**config.mk**
```make
export PLATFORM = sky130hd
export DESIGN_NAME = humidity_sensor_frame_decode_unit
export DESIGN_NICKNAME = d
export VERILOG_FILES = /design/src/rtl/core/hsfd_pkg.sv /design/src/rtl/core/humidity_sensor_frame_decode_unit.sv /design/src/rtl/core/hsfd_front.sv /design/src/rtl/core/hsfd_queue.sv /design/src/rtl/core/hsfd_back.sv
export SDC_FILE = /design/constraint.sdc
export NUM_CORES = 2
export LEC_CHECK = 0
export ABC_AREA = 1
export BUFFER_PORTS_ARGS = -buffer_cell sky130_fd_sc_hd__buf_2
export CORE_ASPECT_RATIO = 1.75
export CORE_MARGIN = 5
export CORE_UTILIZATION = 60
export CTS_BUF_LIST = sky130_fd_sc_hd__clkbuf_8 sky130_fd_sc_hd__clkbuf_16
export DETAILED_ROUTE_END_ITERATION = 12
export PLACE_DENSITY = 0.81
export SYNTH_ARGS = -nofsm -noshare
export SYNTH_HDL_FRONTEND = slang
export SYNTH_SLANG_ARGS = --single-unit
export TNS_END_PERCENT = 30
```
**constraint.sdc**
```tcl
create_clock -name clk_i -period 8.32 [get_ports clk_i]
set_clock_uncertainty 0.05 [all_clocks]
set_input_delay 2.08 -clock clk_i [delete_from_list [all_inputs] [get_ports clk_i]]
set_output_delay 2.08 -clock clk_i [all_outputs]
set_load 0.01 [all_outputs]
```
**src/rtl/core/hsfd_pkg.sv**
```systemverilog
`default_nettype none

package hsfd_pkg;

  // CRC-8 as used by the sensor: polynomial 0x31, seed 0xFF, MSB first.
  localparam logic [7:0] CRC_POLY = 8'h31;
  localparam logic [7:0] CRC_INIT = 8'hFF;

  // Conversion constants, scaled so that all arithmetic stays integral.
  localparam int unsigned FULL_SCALE    = 65535;
  localparam int unsigned TEMP_GAIN     = 1750;    // 175 degC in tenths
  localparam int unsigned TEMP_BASE     = 450;     // 45 degC in tenths
  localparam int unsigned HUM_GAIN      = 125;
  localparam int unsigned HUM_BASE      = 262140;  // 4 percent times full scale
  localparam int unsigned HUM_MAX       = 100;
  localparam int unsigned TEMP_MAX      = 127;
  localparam int unsigned TEMP_MIN_MAG  = 128;

  // Widths of the temperature datapath.
  localparam int unsigned MAG_W   = 27;
  localparam int unsigned NUM_W   = MAG_W + 1;
  localparam int unsigned QUOT_W  = 8;
  localparam int unsigned HX_W    = 24;

  // Division by ten times full scale (655350) is a multiplication by 2^47 / 655350,
  // rounded up, followed by a right shift of 47. The rounding error times any
  // magnitude below 2^27 stays under 2^47, so the quotient is exact.
  localparam int unsigned RECIP_W     = 28;
  localparam int unsigned RECIP_SHIFT = 47;
  localparam logic [RECIP_W-1:0] TEMP_RECIP = 28'd214751642;

  // Reset values of the configuration registers.
  localparam logic [7:0] OFFSET_ON_RESET  = 8'd22;
  localparam logic [7:0] OFFSET_OFF_RESET = 8'd12;

  // Default depth of the frame queue between the front and back ends.
  localparam int unsigned QUEUE_DEPTH = 2;

  // Configuration register indexes.
  localparam logic [1:0] CFG_DISPLAY_ON  = 2'd0;
  localparam logic [1:0] CFG_OFFSET_ON   = 2'd1;
  localparam logic [1:0] CFG_OFFSET_OFF  = 2'd2;

  // Position of the next byte within a frame.
  typedef enum logic [2:0] {
    POS_T_HI  = 3'd0,
    POS_T_LO  = 3'd1,
    POS_T_CRC = 3'd2,
    POS_H_HI  = 3'd3,
    POS_H_LO  = 3'd4,
    POS_H_CRC = 3'd5
  } pos_e;

  // Back end sequencer states.
  typedef enum logic [2:0] {
    BK_IDLE,
    BK_MUL,
    BK_PREP,
    BK_DIV,
    BK_OUT
  } back_state_e;

  // One checked frame, handed from the front end to the back end.
  typedef struct packed {
    logic        crc_bad;
    logic [15:0] temp_raw;
    logic [15:0] hum_raw;
  } frame_t;

  // Folds one byte into a running CRC.
  function automatic logic [7:0] crc8_feed(input logic [7:0] crc, input logic [7:0] data);
    logic [7:0] r;
    r = crc ^ data;
    for (int k = 0; k < 8; k++) begin
      r = r[7] ? ((r << 1) ^ CRC_POLY) : (r << 1);
    end
    return r;
  endfunction

endpackage

`default_nettype wire

```
**src/rtl/core/humidity_sensor_frame_decode_unit.sv**
```systemverilog
// Path: a frame waits in the frame queue until the back end is idle, then passes the
// back end states MUL, PREP, DIV and OUT. Throughput: one byte per cycle, except that
// a closing byte stalls on a full frame queue, so only while results are not popped.
// Reset: rst_ni is asynchronous and active low; it empties the queues, restarts the
// frame at its first byte and loads the configuration registers with 0, 22 and 12.
`default_nettype none

module humidity_sensor_frame_decode_unit #(
  parameter int unsigned QueueDepth = hsfd_pkg::QUEUE_DEPTH
) (
  input  wire logic        clk_i,
  input  wire logic        rst_ni,
  input  wire logic        push,
  output logic             full,
  input  wire logic [7:0]  rx_byte_i,
  output logic             empty,
  input  wire logic        pop,
  output logic             crc_error_o,
  output logic signed [7:0] temperature_o,
  output logic [6:0]       humidity_o,
  input  wire logic        cfg_valid_i,
  output logic             cfg_ready_o,
  input  wire logic [1:0]  cfg_index_i,
  input  wire logic [7:0]  cfg_data_i
);

  logic             display_on_q;
  logic [7:0]       offset_on_q, offset_off_q;
  logic [7:0]       offset;

  logic             fq_push, fq_full, fq_pop, fq_empty;
  hsfd_pkg::frame_t fq_wdata, fq_rdata;

  // Configuration registers; writes are always taken.
  assign cfg_ready_o = 1'b1;

  always_ff @(posedge clk_i or negedge rst_ni) begin
    if (!rst_ni) begin
      display_on_q <= 1'b0;
      offset_on_q  <= hsfd_pkg::OFFSET_ON_RESET;
      offset_off_q <= hsfd_pkg::OFFSET_OFF_RESET;
    end else if (cfg_valid_i) begin
      unique case (cfg_index_i)
        hsfd_pkg::CFG_DISPLAY_ON: display_on_q <= cfg_data_i[0];
        hsfd_pkg::CFG_OFFSET_ON:  offset_on_q  <= cfg_data_i;
        hsfd_pkg::CFG_OFFSET_OFF: offset_off_q <= cfg_data_i;
        default: ;
      endcase
    end
  end

  assign offset = display_on_q ? offset_on_q : offset_off_q;

  hsfd_front u_front (
    .clk_i     (clk_i),
    .rst_ni    (rst_ni),
    .push      (push),
    .full      (full),
    .rx_byte_i (rx_byte_i),
    .fq_push_o (fq_push),
    .fq_full_i (fq_full),
    .fq_data_o (fq_wdata)
  );

  hsfd_queue #(
    .Depth (QueueDepth)
  ) u_queue (
    .clk_i   (clk_i),
    .rst_ni  (rst_ni),
    .push_i  (fq_push),
    .data_i  (fq_wdata),
    .full_o  (fq_full),
    .pop_i   (fq_pop),
    .data_o  (fq_rdata),
    .empty_o (fq_empty)
  );

  hsfd_back u_back (
    .clk_i         (clk_i),
    .rst_ni        (rst_ni),
    .fq_empty_i    (fq_empty),
    .fq_data_i     (fq_rdata),
    .fq_pop_o      (fq_pop),
    .offset_i      (offset),
    .empty         (empty),
    .pop           (pop),
    .crc_error_o   (crc_error_o),
    .temperature_o (temperature_o),
    .humidity_o    (humidity_o)
  );

`ifndef SYNTH
  // The front end never pushes a frame into a full queue.
  assert property (@(posedge clk_i) disable iff (!rst_ni) !(fq_push && fq_full))
    else $error("frame queue overflow");

  // The back end never takes a frame from an empty queue.
  assert property (@(posedge clk_i) disable iff (!rst_ni) !(fq_pop && fq_empty))
    else $error("frame queue underflow");

  // A CRC error carries zero readings.
  assert property (@(posedge clk_i) disable iff (!rst_ni)
    (!empty && crc_error_o) |-> (temperature_o == 8'sd0 && humidity_o == 7'd0))
    else $error("readings not cleared on CRC error");

  // Humidity stays within its clamp.
  assert property (@(posedge clk_i) disable iff (!rst_ni)
    !empty |-> (humidity_o <= 7'(hsfd_pkg::HUM_MAX)))
    else $error("humidity out of range");
`endif

endmodule

`default_nettype wire

```
**src/rtl/core/hsfd_front.sv**
```systemverilog
`default_nettype none

module hsfd_front (
  input  wire logic            clk_i,
  input  wire logic            rst_ni,
  input  wire logic            push,
  output logic                 full,
  input  wire logic [7:0]      rx_byte_i,
  output logic                 fq_push_o,
  input  wire logic            fq_full_i,
  output hsfd_pkg::frame_t     fq_data_o
);

  hsfd_pkg::pos_e pos_q, pos_d;
  logic [7:0]     crc_q, crc_d;
  logic [15:0]    temp_word_q, temp_word_d;
  logic [7:0]     hum_hi_q, hum_hi_d;
  logic [7:0]     hum_lo_q;
  logic           temp_bad_q, temp_bad_d;
  logic           accept;

  // Only the closing byte of a frame needs room in the queue.
  assign full   = (pos_q == hsfd_pkg::POS_H_CRC) && fq_full_i;
  assign accept = push && !full;

  // Frame assembly and CRC tracking.
  always_comb begin
    pos_d       = pos_q;
    crc_d       = crc_q;
    temp_word_d = temp_word_q;
    hum_hi_d    = hum_hi_q;
    temp_bad_d  = temp_bad_q;
    fq_push_o   = 1'b0;
    fq_data_o.crc_bad  = temp_bad_q || (crc_q != rx_byte_i);
    fq_data_o.temp_raw = temp_word_q;
    fq_data_o.hum_raw  = {hum_hi_q, hum_lo_q};
    if (accept) begin
      unique case (pos_q)
        hsfd_pkg::POS_T_LO: begin
          temp_word_d = {temp_word_q[15:8], rx_byte_i};
          crc_d       = hsfd_pkg::crc8_feed(crc_q, rx_byte_i);
          pos_d       = hsfd_pkg::POS_T_CRC;
        end
        hsfd_pkg::POS_T_CRC: begin
          temp_bad_d = (crc_q != rx_byte_i);
          crc_d      = hsfd_pkg::CRC_INIT;
          pos_d      = hsfd_pkg::POS_H_HI;
        end
        hsfd_pkg::POS_H_HI: begin
          hum_hi_d = rx_byte_i;
          crc_d    = hsfd_pkg::crc8_feed(crc_q, rx_byte_i);
          pos_d    = hsfd_pkg::POS_H_LO;
        end
        hsfd_pkg::POS_H_LO: begin
          // The low byte itself is captured in its own register below.
          crc_d    = hsfd_pkg::crc8_feed(crc_q, rx_byte_i);
          pos_d    = hsfd_pkg::POS_H_CRC;
        end
        hsfd_pkg::POS_H_CRC: begin
          fq_push_o = 1'b1;
          crc_d     = hsfd_pkg::CRC_INIT;
          pos_d     = hsfd_pkg::POS_T_HI;
        end
        default: begin
          // First byte of a frame.
          crc_d       = hsfd_pkg::crc8_feed(hsfd_pkg::CRC_INIT, rx_byte_i);
          temp_word_d = {rx_byte_i, 8'h00};
          pos_d       = hsfd_pkg::POS_T_LO;
        end
      endcase
    end
  end

  // The humidity low byte must survive until the CRC byte arrives.
  always_ff @(posedge clk_i) begin
    if (accept && (pos_q == hsfd_pkg::POS_H_LO)) begin
      hum_lo_q <= rx_byte_i;
    end
  end

  always_ff @(posedge clk_i or negedge rst_ni) begin
    if (!rst_ni) begin
      pos_q       <= hsfd_pkg::POS_T_HI;
      crc_q       <= hsfd_pkg::CRC_INIT;
      temp_word_q <= '0;
      hum_hi_q    <= '0;
      temp_bad_q  <= 1'b0;
    end else begin
      pos_q       <= pos_d;
      crc_q       <= crc_d;
      temp_word_q <= temp_word_d;
      hum_hi_q    <= hum_hi_d;
      temp_bad_q  <= temp_bad_d;
    end
  end

endmodule

`default_nettype wire

```
**src/rtl/core/hsfd_queue.sv**
```systemverilog
`default_nettype none

module hsfd_queue #(
  parameter int unsigned Depth = hsfd_pkg::QUEUE_DEPTH
) (
  input  wire logic              clk_i,
  input  wire logic              rst_ni,
  input  wire logic              push_i,
  input  wire hsfd_pkg::frame_t  data_i,
  output logic                   full_o,
  input  wire logic              pop_i,
  output hsfd_pkg::frame_t       data_o,
  output logic                   empty_o
);

  localparam int unsigned PtrW = (Depth > 1) ? $clog2(Depth) : 1;
  localparam int unsigned CntW = $clog2(Depth + 1);

  hsfd_pkg::frame_t slot_q [Depth];
  logic [PtrW-1:0]  wr_ptr_q, rd_ptr_q;
  logic [CntW-1:0]  count_q;
  logic             do_push, do_pop;

  assign full_o  = (count_q == CntW'(Depth));
  assign empty_o = (count_q == '0);
  assign do_push = push_i && !full_o;
  assign do_pop  = pop_i && !empty_o;
  assign data_o  = slot_q[rd_ptr_q];

  // Frame storage.
  always_ff @(posedge clk_i) begin
    if (do_push) begin
      slot_q[wr_ptr_q] <= data_i;
    end
  end

  // Pointers wrap at the last slot, so any depth works.
  always_ff @(posedge clk_i or negedge rst_ni) begin
    if (!rst_ni) begin
      wr_ptr_q <= '0;
      rd_ptr_q <= '0;
      count_q  <= '0;
    end else begin
      if (do_push) begin
        wr_ptr_q <= (wr_ptr_q == PtrW'(Depth - 1)) ? '0 : wr_ptr_q + 1'b1;
      end
      if (do_pop) begin
        rd_ptr_q <= (rd_ptr_q == PtrW'(Depth - 1)) ? '0 : rd_ptr_q + 1'b1;
      end
      if (do_push && !do_pop) begin
        count_q <= count_q + 1'b1;
      end else if (do_pop && !do_push) begin
        count_q <= count_q - 1'b1;
      end
    end
  end

endmodule

`default_nettype wire

```
**src/rtl/core/hsfd_back.sv**
```systemverilog
`default_nettype none

module hsfd_back (
  input  wire logic              clk_i,
  input  wire logic              rst_ni,
  input  wire logic              fq_empty_i,
  input  wire hsfd_pkg::frame_t  fq_data_i,
  output logic                   fq_pop_o,
  input  wire logic [7:0]        offset_i,
  output logic                   empty,
  input  wire logic              pop,
  output logic                   crc_error_o,
  output logic signed [7:0]      temperature_o,
  output logic [6:0]             humidity_o
);

  localparam int unsigned MagW   = hsfd_pkg::MAG_W;
  localparam int unsigned NumW   = hsfd_pkg::NUM_W;
  localparam int unsigned QuotW  = hsfd_pkg::QUOT_W;
  localparam int unsigned HxW    = hsfd_pkg::HX_W;
  localparam int unsigned RecipW = hsfd_pkg::RECIP_W;
  localparam int unsigned ProdW  = MagW + RecipW;
  localparam int unsigned Shift  = hsfd_pkg::RECIP_SHIFT;

  hsfd_pkg::back_state_e state_q, state_d;

  // Datapath registers.
  logic              bad_q;
  logic [15:0]       temp_raw_q, hum_raw_q;
  logic [NumW-1:0]   num_q;
  logic [HxW-1:0]    hx_q;
  logic              neg_q;
  logic [MagW-1:0]   mag_q;
  logic [ProdW-1:0]  prod_q;
  logic [6:0]        hum_q;
  logic              out_valid_q;

  // Products of the first step.
  logic [9:0]        off_sum;
  logic [MagW-1:0]   pos_term, neg_term;
  logic [NumW-1:0]   num_d;
  logic [HxW-1:0]    hx_d;

  // Humidity reduction by 65535: quotient from the top bits, one correction.
  logic [7:0]        hq0;
  logic [16:0]       hrem;
  logic [7:0]        hq;

  // Temperature magnitude divided by 655350 through its reciprocal.
  logic [ProdW-1:0]  prod_d;
  logic [QuotW-1:0]  quot;

  // Saturated temperature.
  logic [8:0]        quot_ext;
  logic signed [7:0] temp_sat;

  logic              out_load;

  assign off_sum  = 10'(hsfd_pkg::TEMP_BASE) + 10'(offset_i);
  assign pos_term = MagW'(temp_raw_q) * MagW'(hsfd_pkg::TEMP_GAIN);
  assign neg_term = MagW'(off_sum) * MagW'(hsfd_pkg::FULL_SCALE);
  assign num_d    = {1'b0, pos_term} - {1'b0, neg_term};
  assign hx_d     = HxW'(hum_raw_q) * HxW'(hsfd_pkg::HUM_GAIN) + HxW'(hsfd_pkg::HUM_BASE);

  assign hq0  = hx_q[HxW-1:16];
  assign hrem = {1'b0, hx_q[15:0]} + 17'(hq0);
  assign hq   = hq0 + 8'(hrem >= 17'(hsfd_pkg::FULL_SCALE));

  assign prod_d = ProdW'(mag_q) * ProdW'(hsfd_pkg::TEMP_RECIP);
  assign quot   = prod_q[Shift +: QuotW];

  assign quot_ext = {1'b0, quot};
  always_comb begin
    if (neg_q) begin
      temp_sat = (quot_ext > 9'(hsfd_pkg::TEMP_MIN_MAG)) ? 8'sh80 : 8'(-quot_ext);
    end else begin
      temp_sat = (quot_ext > 9'(hsfd_pkg::TEMP_MAX)) ? 8'sd127 : 8'(quot_ext);
    end
  end

  assign empty = !out_valid_q;

  // Sequencer: take a frame, multiply, prepare, divide, hand over.
  always_comb begin
    state_d  = state_q;
    fq_pop_o = 1'b0;
    out_load = 1'b0;
    unique case (state_q)
      hsfd_pkg::BK_IDLE: begin
        if (!fq_empty_i) begin
          fq_pop_o = 1'b1;
          state_d  = hsfd_pkg::BK_MUL;
        end
      end
      hsfd_pkg::BK_MUL: begin
        state_d = hsfd_pkg::BK_PREP;
      end
      hsfd_pkg::BK_PREP: begin
        state_d = hsfd_pkg::BK_DIV;
      end
      hsfd_pkg::BK_DIV: begin
        state_d = hsfd_pkg::BK_OUT;
      end
      hsfd_pkg::BK_OUT: begin
        if (!out_valid_q || pop) begin
          out_load = 1'b1;
          state_d  = hsfd_pkg::BK_IDLE;
        end
      end
      default: begin
        state_d = hsfd_pkg::BK_IDLE;
      end
    endcase
  end

  always_ff @(posedge clk_i or negedge rst_ni) begin
    if (!rst_ni) begin
      state_q     <= hsfd_pkg::BK_IDLE;
      out_valid_q <= 1'b0;
    end else begin
      state_q <= state_d;
      if (out_load) begin
        out_valid_q <= 1'b1;
      end else if (pop) begin
        out_valid_q <= 1'b0;
      end
    end
  end

  // Arithmetic registers advance with the sequencer.
  always_ff @(posedge clk_i) begin
    if (fq_pop_o) begin
      bad_q      <= fq_data_i.crc_bad;
      temp_raw_q <= fq_data_i.temp_raw;
      hum_raw_q  <= fq_data_i.hum_raw;
    end
    if (state_q == hsfd_pkg::BK_MUL) begin
      num_q <= num_d;
      hx_q  <= hx_d;
    end
    if (state_q == hsfd_pkg::BK_PREP) begin
      neg_q <= num_q[NumW-1];
      mag_q <= num_q[NumW-1] ? MagW'(-num_q) : num_q[MagW-1:0];
      hum_q <= (hq > 8'(hsfd_pkg::HUM_MAX)) ? 7'(hsfd_pkg::HUM_MAX) : hq[6:0];
    end
    if (state_q == hsfd_pkg::BK_DIV) begin
      prod_q <= prod_d;
    end
    if (out_load) begin
      crc_error_o   <= bad_q;
      temperature_o <= bad_q ? 8'sd0 : temp_sat;
      humidity_o    <= bad_q ? 7'd0 : hum_q;
    end
  end

endmodule

`default_nettype wire
```
Yosys cells after proc, flatten, opt, wreduce, memory -nomap -nowiden
Memory sizes are Yosys's and may differ from the RTL's. A register that Yosys moved wholly into a read port is not among the register bits.
Cells that the tools add are included.
Widths: inputs -> output; s select.
{"block": "word_totals", "ff_bits": 226, "latch_bits": 0, "mem_bits_rw": 66, "mem_bits_ro": 0, "output_inout_bits": 19, "elab_cells": 151, "mem_count": 1}
{"block": "op_classes", "addsub": 11, "n_mul": 4, "div": 0, "order_cmp": 4, "eq_ne": 15, "shifts": 0, "mux": 41, "bitwise": 20, "n_reduce_logical": 31}
{"memory": "u_queue.slot_q", "depth": 2, "word_bits": 33, "read_ports": 1, "rd_clocked_by_memory_dff": 1, "wr": 1, "line": "hsfd_queue.sv:19", "rtl": "hsfd_pkg::frame_t slot_q [Depth];"}
{"cell": "$mux 6", "n": 16}
{"cell": "$mul 27x27->54 const B", "n": 1}
{"cell": "$not 3->3", "n": 16}
{"cell": "$mux 8", "n": 4}
{"cell": "$pmux 16 s2", "n": 1}
{"cell": "$pmux 3 s5", "n": 2}
{"cell": "$sub 27x26->28", "n": 1}
{"cell": "$mux 27", "n": 1}
{"cell": "$neg 27->27", "n": 1}
{"cell": "$mul 10x16->26 const B", "n": 1}
{"cell": "$mul 16x10->26 const B", "n": 1}
{"cell": "$add 23x18->24 const B", "n": 1}
{"cell": "$mul 16x7->23 const B", "n": 1}
{"cell": "$add 16x8->17", "n": 1}
{"cell": "$ge 17x16->1 const B", "n": 1}
{"cell": "$gt 8x7->1 const B", "n": 2}
{"cell": "$pmux 8 s2", "n": 1}
{"cell": "$reduce_and 2->1", "n": 7}
{"cell": "$eq 3x2->1 const B", "n": 4}
{"cell": "$mux 1", "n": 12}
{"cell": "$add 9x8->10 const A", "n": 1}
{"cell": "$eq 3x3->1 const B", "n": 3}
{"cell": "$add 8x1->8", "n": 1}
{"cell": "$gt 8x8->1 const B", "n": 1}
{"cell": "25 further kinds", "n": 45}

Depth between registers and ports, before layout
{"block": "depth", "word_depth": 18, "mapped_depth": 34}

Cells and area by module
A second synthesis with hierarchy kept.
{"block": "hier_totals", "cells_unflattened": 3951, "area_unflattened_um2": 36377.4}
{"module": "hsfd_back", "instances": 1, "cells_each": 3351, "area_each_um2": 30471.7}
{"module": "hsfd_queue", "instances": 1, "cells_each": 204, "area_each_um2": 2641.3}
{"module": "hsfd_front", "instances": 1, "cells_each": 291, "area_each_um2": 2412.3}
{"module": "humidity_sensor_frame_decode_unit", "instances": 1, "cells_each": 105, "area_each_um2": 852.1}

Least setup slack after synthesis
Ideal clock, no wire load.
{"block": "synth_timing", "path_kind": "reg2reg", "startpoint": "register u_back.temp_raw_q[0], read port of u_queue.slot_q", "endpoint": "register u_back.num_q[27], data pin", "arrival_ns": 6.989, "slack_ns": 1.029, "stages_incl_launch_ff": 33, "synth_period_minus_slack_ns": 7.291, "path_cell_list": "edfxtp_1 ha_1 xnor2_1 inv_1 ha_1 or2_2 fa_1 fa_1 inv_1 fa_1 inv_1 ha_1 nand2_1 nor2_1 inv_1 nor3_1 a21oi_1 xor2_1 fa_1 inv_1 fa_1 inv_1 fa_1 inv_1 ha_1 a21oi_1 o21ai_0 a21oi_1 nor2_1 nor2_1 nand2_1 nand2_1 nand2_1"}
{"block": "synth_between", "elab_chain_len": 2}
{"element": "start: declaration", "line": "hsfd_back.sv:29", "rtl": "logic [15:0] temp_raw_q, hum_raw_q;"}
{"element": "$mul 16x10->26", "line": "hsfd_back.sv:60", "rtl": "assign pos_term = MagW'(temp_raw_q) * MagW'(hsfd_pkg::TEMP_GAIN);"}
{"element": "$sub 27x26->28", "line": "hsfd_back.sv:62", "rtl": "assign num_d = {1'b0, pos_term} - {1'b0, neg_term};"}
{"element": "via u_back.num_d[27]", "line": "hsfd_back.sv:41", "rtl": "logic [NumW-1:0] num_d;"}
{"element": "end signal: assignment", "line": "hsfd_back.sv:138", "rtl": "num_q <= num_d;"}
{"element": "end: declaration", "line": "hsfd_back.sv:30", "rtl": "logic [NumW-1:0] num_q;"}
The timed path passes the listed nets, and every way through them passes these cells.
A chain may end at the register's enable or synchronous reset.

Worst setup path in the final report
{"block": "layout_timing", "startpoint": "register u_back.temp_raw_q[1], read port of u_queue.slot_q", "endpoint": "register u_back.num_q[26], data pin"}
Same word-level chain as after synthesis.

==> results_tabular.tex <==
\begin{tabular}{lr}
\hline
Metric & Value \\
\hline
\multicolumn{2}{l}{\textbf{Logic synthesis}} \\
Number of warnings printed during yosys synthesis & 0 \\
Post-Syn Nets & between 5000 and 6000 \\
Share of synthesized registers carrying an async set or reset & a little over a fifth \\
Number of enable flip-flop cells after synthesis & roughly 220 \\
Count of different cell masters after synthesis & slightly above 60 \\
Synthesized cell area & roughly 0.037 mm² \\
Portion of the post-synthesis area used by sequential elements & roughly 22\% \\
Synth Register Bits & between 200 and 300 \\
Average size of a mapped cell & slightly above 9 µm² \\
Main flop type after synthesis & sky130\_fd\_sc\_hd\_\_edfxtp\_1 \\
Synth Instances & 4016 \\
\multicolumn{2}{l}{\textbf{Hold path}} \\
Worst Hold Class & flip-flop to flip-flop \\
\multicolumn{2}{l}{\textbf{Timing}} \\
Final-layout worst hold slack & around 0.40 ns \\
Number of hold violations in the final report & 0 \\
Number of pins exceeding their max-slew limit in the final report & 0 \\
Fmax achieved & 0.1269 GHz \\
Fraction of the cycle the final worst path needs & 94.71\% \\
Measured slew at the worst slew-check pin & between 1 and 1.5 ns \\
Normalized max-slew margin & a little under a third \\
Setup Viol. Count Final & 0 \\
RSZ-0062 raised after global routing & true \\
Period minus WS final & between 7 and 8 ns \\
\multicolumn{2}{l}{\textbf{Drt}} \\
Number of DRC violations after detailed routing & 0 \\
Detail Route met3 WL & around 3600 µm \\
Top layer in use & met4 \\
Total Wirelength & approximately 96000 µm \\
Detailed-router iteration count before antenna repair & 8 \\
Detailed Route Iter0 Violations & between 1000 and 1500 \\
Wire per inst & a little under 20 µm \\
Via density per instance & 5.528 \\
Residual antenna-violating net count after detailed routing & 0 \\
Met2 wire length & between 50000 and 60000 µm \\
Via count & approximately 27000 \\
M1 WL & around 29000 µm \\
\multicolumn{2}{l}{\textbf{Floorplanning}} \\
Row count & 120 \\
Effective utilization at floorplan & 60.15\% \\
Die width & 196.9 µm \\
Die height & 337.0 µm \\
Area enclosed by the die boundary & between 0.06 and 0.07 mm² \\
I/O Pins & 42 \\
Standard cell core area & roughly 0.06 mm² \\
\multicolumn{2}{l}{\textbf{Critical path}} \\
Most frequent cell on the critical path & sky130\_fd\_sc\_hd\_\_fa\_1 \\
Slowest cell delay on critical path & 0.56 ns \\
WP data arrival & between 8 and 9 ns \\
Start-to-end type of the worst setup path & flip-flop to flip-flop \\
Crit path required time & approximately 8.6 ns \\
Type of origin of the critical path & flip-flop \\
Slowest cell on the critical path & sky130\_fd\_sc\_hd\_\_fa\_1 \\
CP Capture Type & flip-flop \\
Critical Path Fanout Max & 4 \\
\multicolumn{2}{l}{\textbf{Global route}} \\
Aggregate global routing overflow & 0 \\
First-pass GRT wire length & around 150000 µm \\
Vias in the first global route & 30000 \\
Overall fraction of global-route tracks in use & 29.80\% \\
Initial antenna violation count & 0 \\
Largest net degree at the start of global routing & between 60 and 70 \\
\multicolumn{2}{l}{\textbf{Finish}} \\
Number of antenna cells inserted & 0 \\
Area growth from synthesis to layout & 6.040\% \\
Post-route non-filler standard cell count & roughly 4900 \\
Most common library cell in the layout ignoring fill and taps & sky130\_fd\_sc\_hd\_\_inv\_1 \\
Net count of the finished layout & 5098 \\
Share of layout cells above drive strength 1 & between 5 and 6\% \\
Most frequent cells in the layout & sky130\_fd\_sc\_hd\_\_inv\_1 (1009), sky130\_fd\_sc\_hd\_\_nand2\_1 (670), sky130\_fd\_sc\_hd\_\_ha\_1 (517) \\
Final instance area & between 0.03 and 0.04 mm² \\
\multicolumn{2}{l}{\textbf{CTS}} \\
Clk Latency, worst-skew pair & between 0.6 and 0.7 ns \\
Clock Pin Slew Worst Setup and Hold Paths & 0.07 ns \\
Number of CTS-inserted buffers & 28 \\
TritonCTS clock tree & yes \\
Deepest level of the CTS H-tree & 1 \\
Master cell of the clock root buffer & sky130\_fd\_sc\_hd\_\_clkbuf\_16 \\
Post-CTS setup buffer count & 0 \\
Maximum root-to-sink buffer count & 3 \\
Clock Sink Count & 279 \\
\multicolumn{2}{l}{\textbf{Place}} \\
DPL Wire Length & between 80000 and 90000 µm \\
Cell count after placement & a little under 5000 \\
IO Port Bufs & 40 \\
Placed inst area & between 0.03 and 0.04 mm² \\
GP Congestion & a little over 1 \\
\multicolumn{2}{l}{\textbf{Outcome}} \\
Status & finished, final reports clean \\
\multicolumn{2}{l}{\textbf{Job}} \\
Number of max-cap violations & 0 \\
\hline
\end{tabular}
[final cells by class]
type	count	area [µm²]
clock inverter	23	312.8
multi-input combinational	2686	24610
inverter	1026	3872
clock buffer	29	714.4
sequential	279	8089
tap	793	992.2
fill	5094	22080
timing repair buffer	52	290.3
[sequential cells by signal, summed over array words and instances (netlist names), 16 cells and up]
signal / count
u_back.hx_q: 24
u_queue.slot_q: 66
u_back.mag_q: 27
u_back.hum_raw_q: 16
u_front.temp_word_q: 16
u_back.num_q: 28
u_back.temp_raw_q: 16
[critical path: cells and delay by family, from the launching register on]
family | cells | cell delay [ns]
and+or+nand+nor | 9 | 0.83
adders and majority gates | 10 | 4.52
xor gates and xnor gates | 2 | 0.53
buffers and inverters | 5 | 0.35
AOI/OAI and AO/OA | 4 | 0.88
DFF | 1 | 0.46
[per-layer routing]
metal	GRT usage (%)	up-vias
met4	24.22	0
met2	58.28	850
li1	-	12610
met5	0	-
met3	3.439	453
met1	26.65	13110
[logic make-up after synthesis]
kind of cell	count (synthesis)	share of synthesized area [%]
compound gates	375	5.798
fa+ha+maj	1002	44.12
xor+xnor	132	3.194
flops	279	22.06
mux	1	0.02730
simple gates	1175	13.83
buf+inv	1051	10.95
other cells	1	0.01023
[repair_timing]
action / in CTS / in global routing
endpoints found under the setup margin: 0 / 8
hold buffers: 0 / 0
gates resized for setup: 0 / 4
[path summary, 6_finish.rpt]
check	start	endpoint	slack [ns]	cells past startpoint
min in group asynchronous	rst_ni	u_front.temp_bad_q$_DFFE_PN0P_	1.60	2
max	u_back.temp_raw_q[1]$_DFFE_PP_	u_back.num_q[26]$_DFFE_PP_	0.44	30
min reg2reg	u_front.hum_lo_q[3]$_DFFE_PP_	u_queue.slot_q[1][3]$_DFFE_PP_	0.40	0
max reg2reg	u_back.temp_raw_q[1]$_DFFE_PP_	u_back.num_q[26]$_DFFE_PP_	0.44	30
min	u_front.hum_lo_q[3]$_DFFE_PP_	u_queue.slot_q[1][3]$_DFFE_PP_	0.40	0
max in group asynchronous	rst_ni	offset_on_q[3]$_DFFE_PN0P_	6.01	2
[cell usage after synthesis, drive strengths merged (18+ instances only)]
| master | number | area, µm² |
|---|---|---|
| nand3 | 124 | 625.6 |
| dfrtp | 48 | 1201 |
| nand4 | 40 | 271.5 |
| xor2 | 86 | 753.2 |
| a21oi | 157 | 797.0 |
| fa | 485 | 9709 |
| nor3 | 42 | 221.5 |
| nor2 | 244 | 1022 |
| inv | 1024 | 3859 |
| nand2 | 689 | 2691 |
| o21bai | 18 | 150.2 |
| o21ai | 154 | 827.1 |
| ha | 517 | 6469 |
| edfxtp | 218 | 6546 |
| xnor2 | 46 | 417.9 |
[metrics by stage]
step	setup TNS, ns	setup slack, ns	util (%)
CTS	0	0.3577	63.75
finish	0	0.4401	63.78
floorplan	0	1.029	-
global placement	0	0.4394	62.07
global route	-0.04538	-0.04538	63.78
detailed placement	0	0.4131	62.07
Power is left out: the tool's default activity adds up to more than one toggle a clock period on the data nets, which glitch-free logic cannot reach.
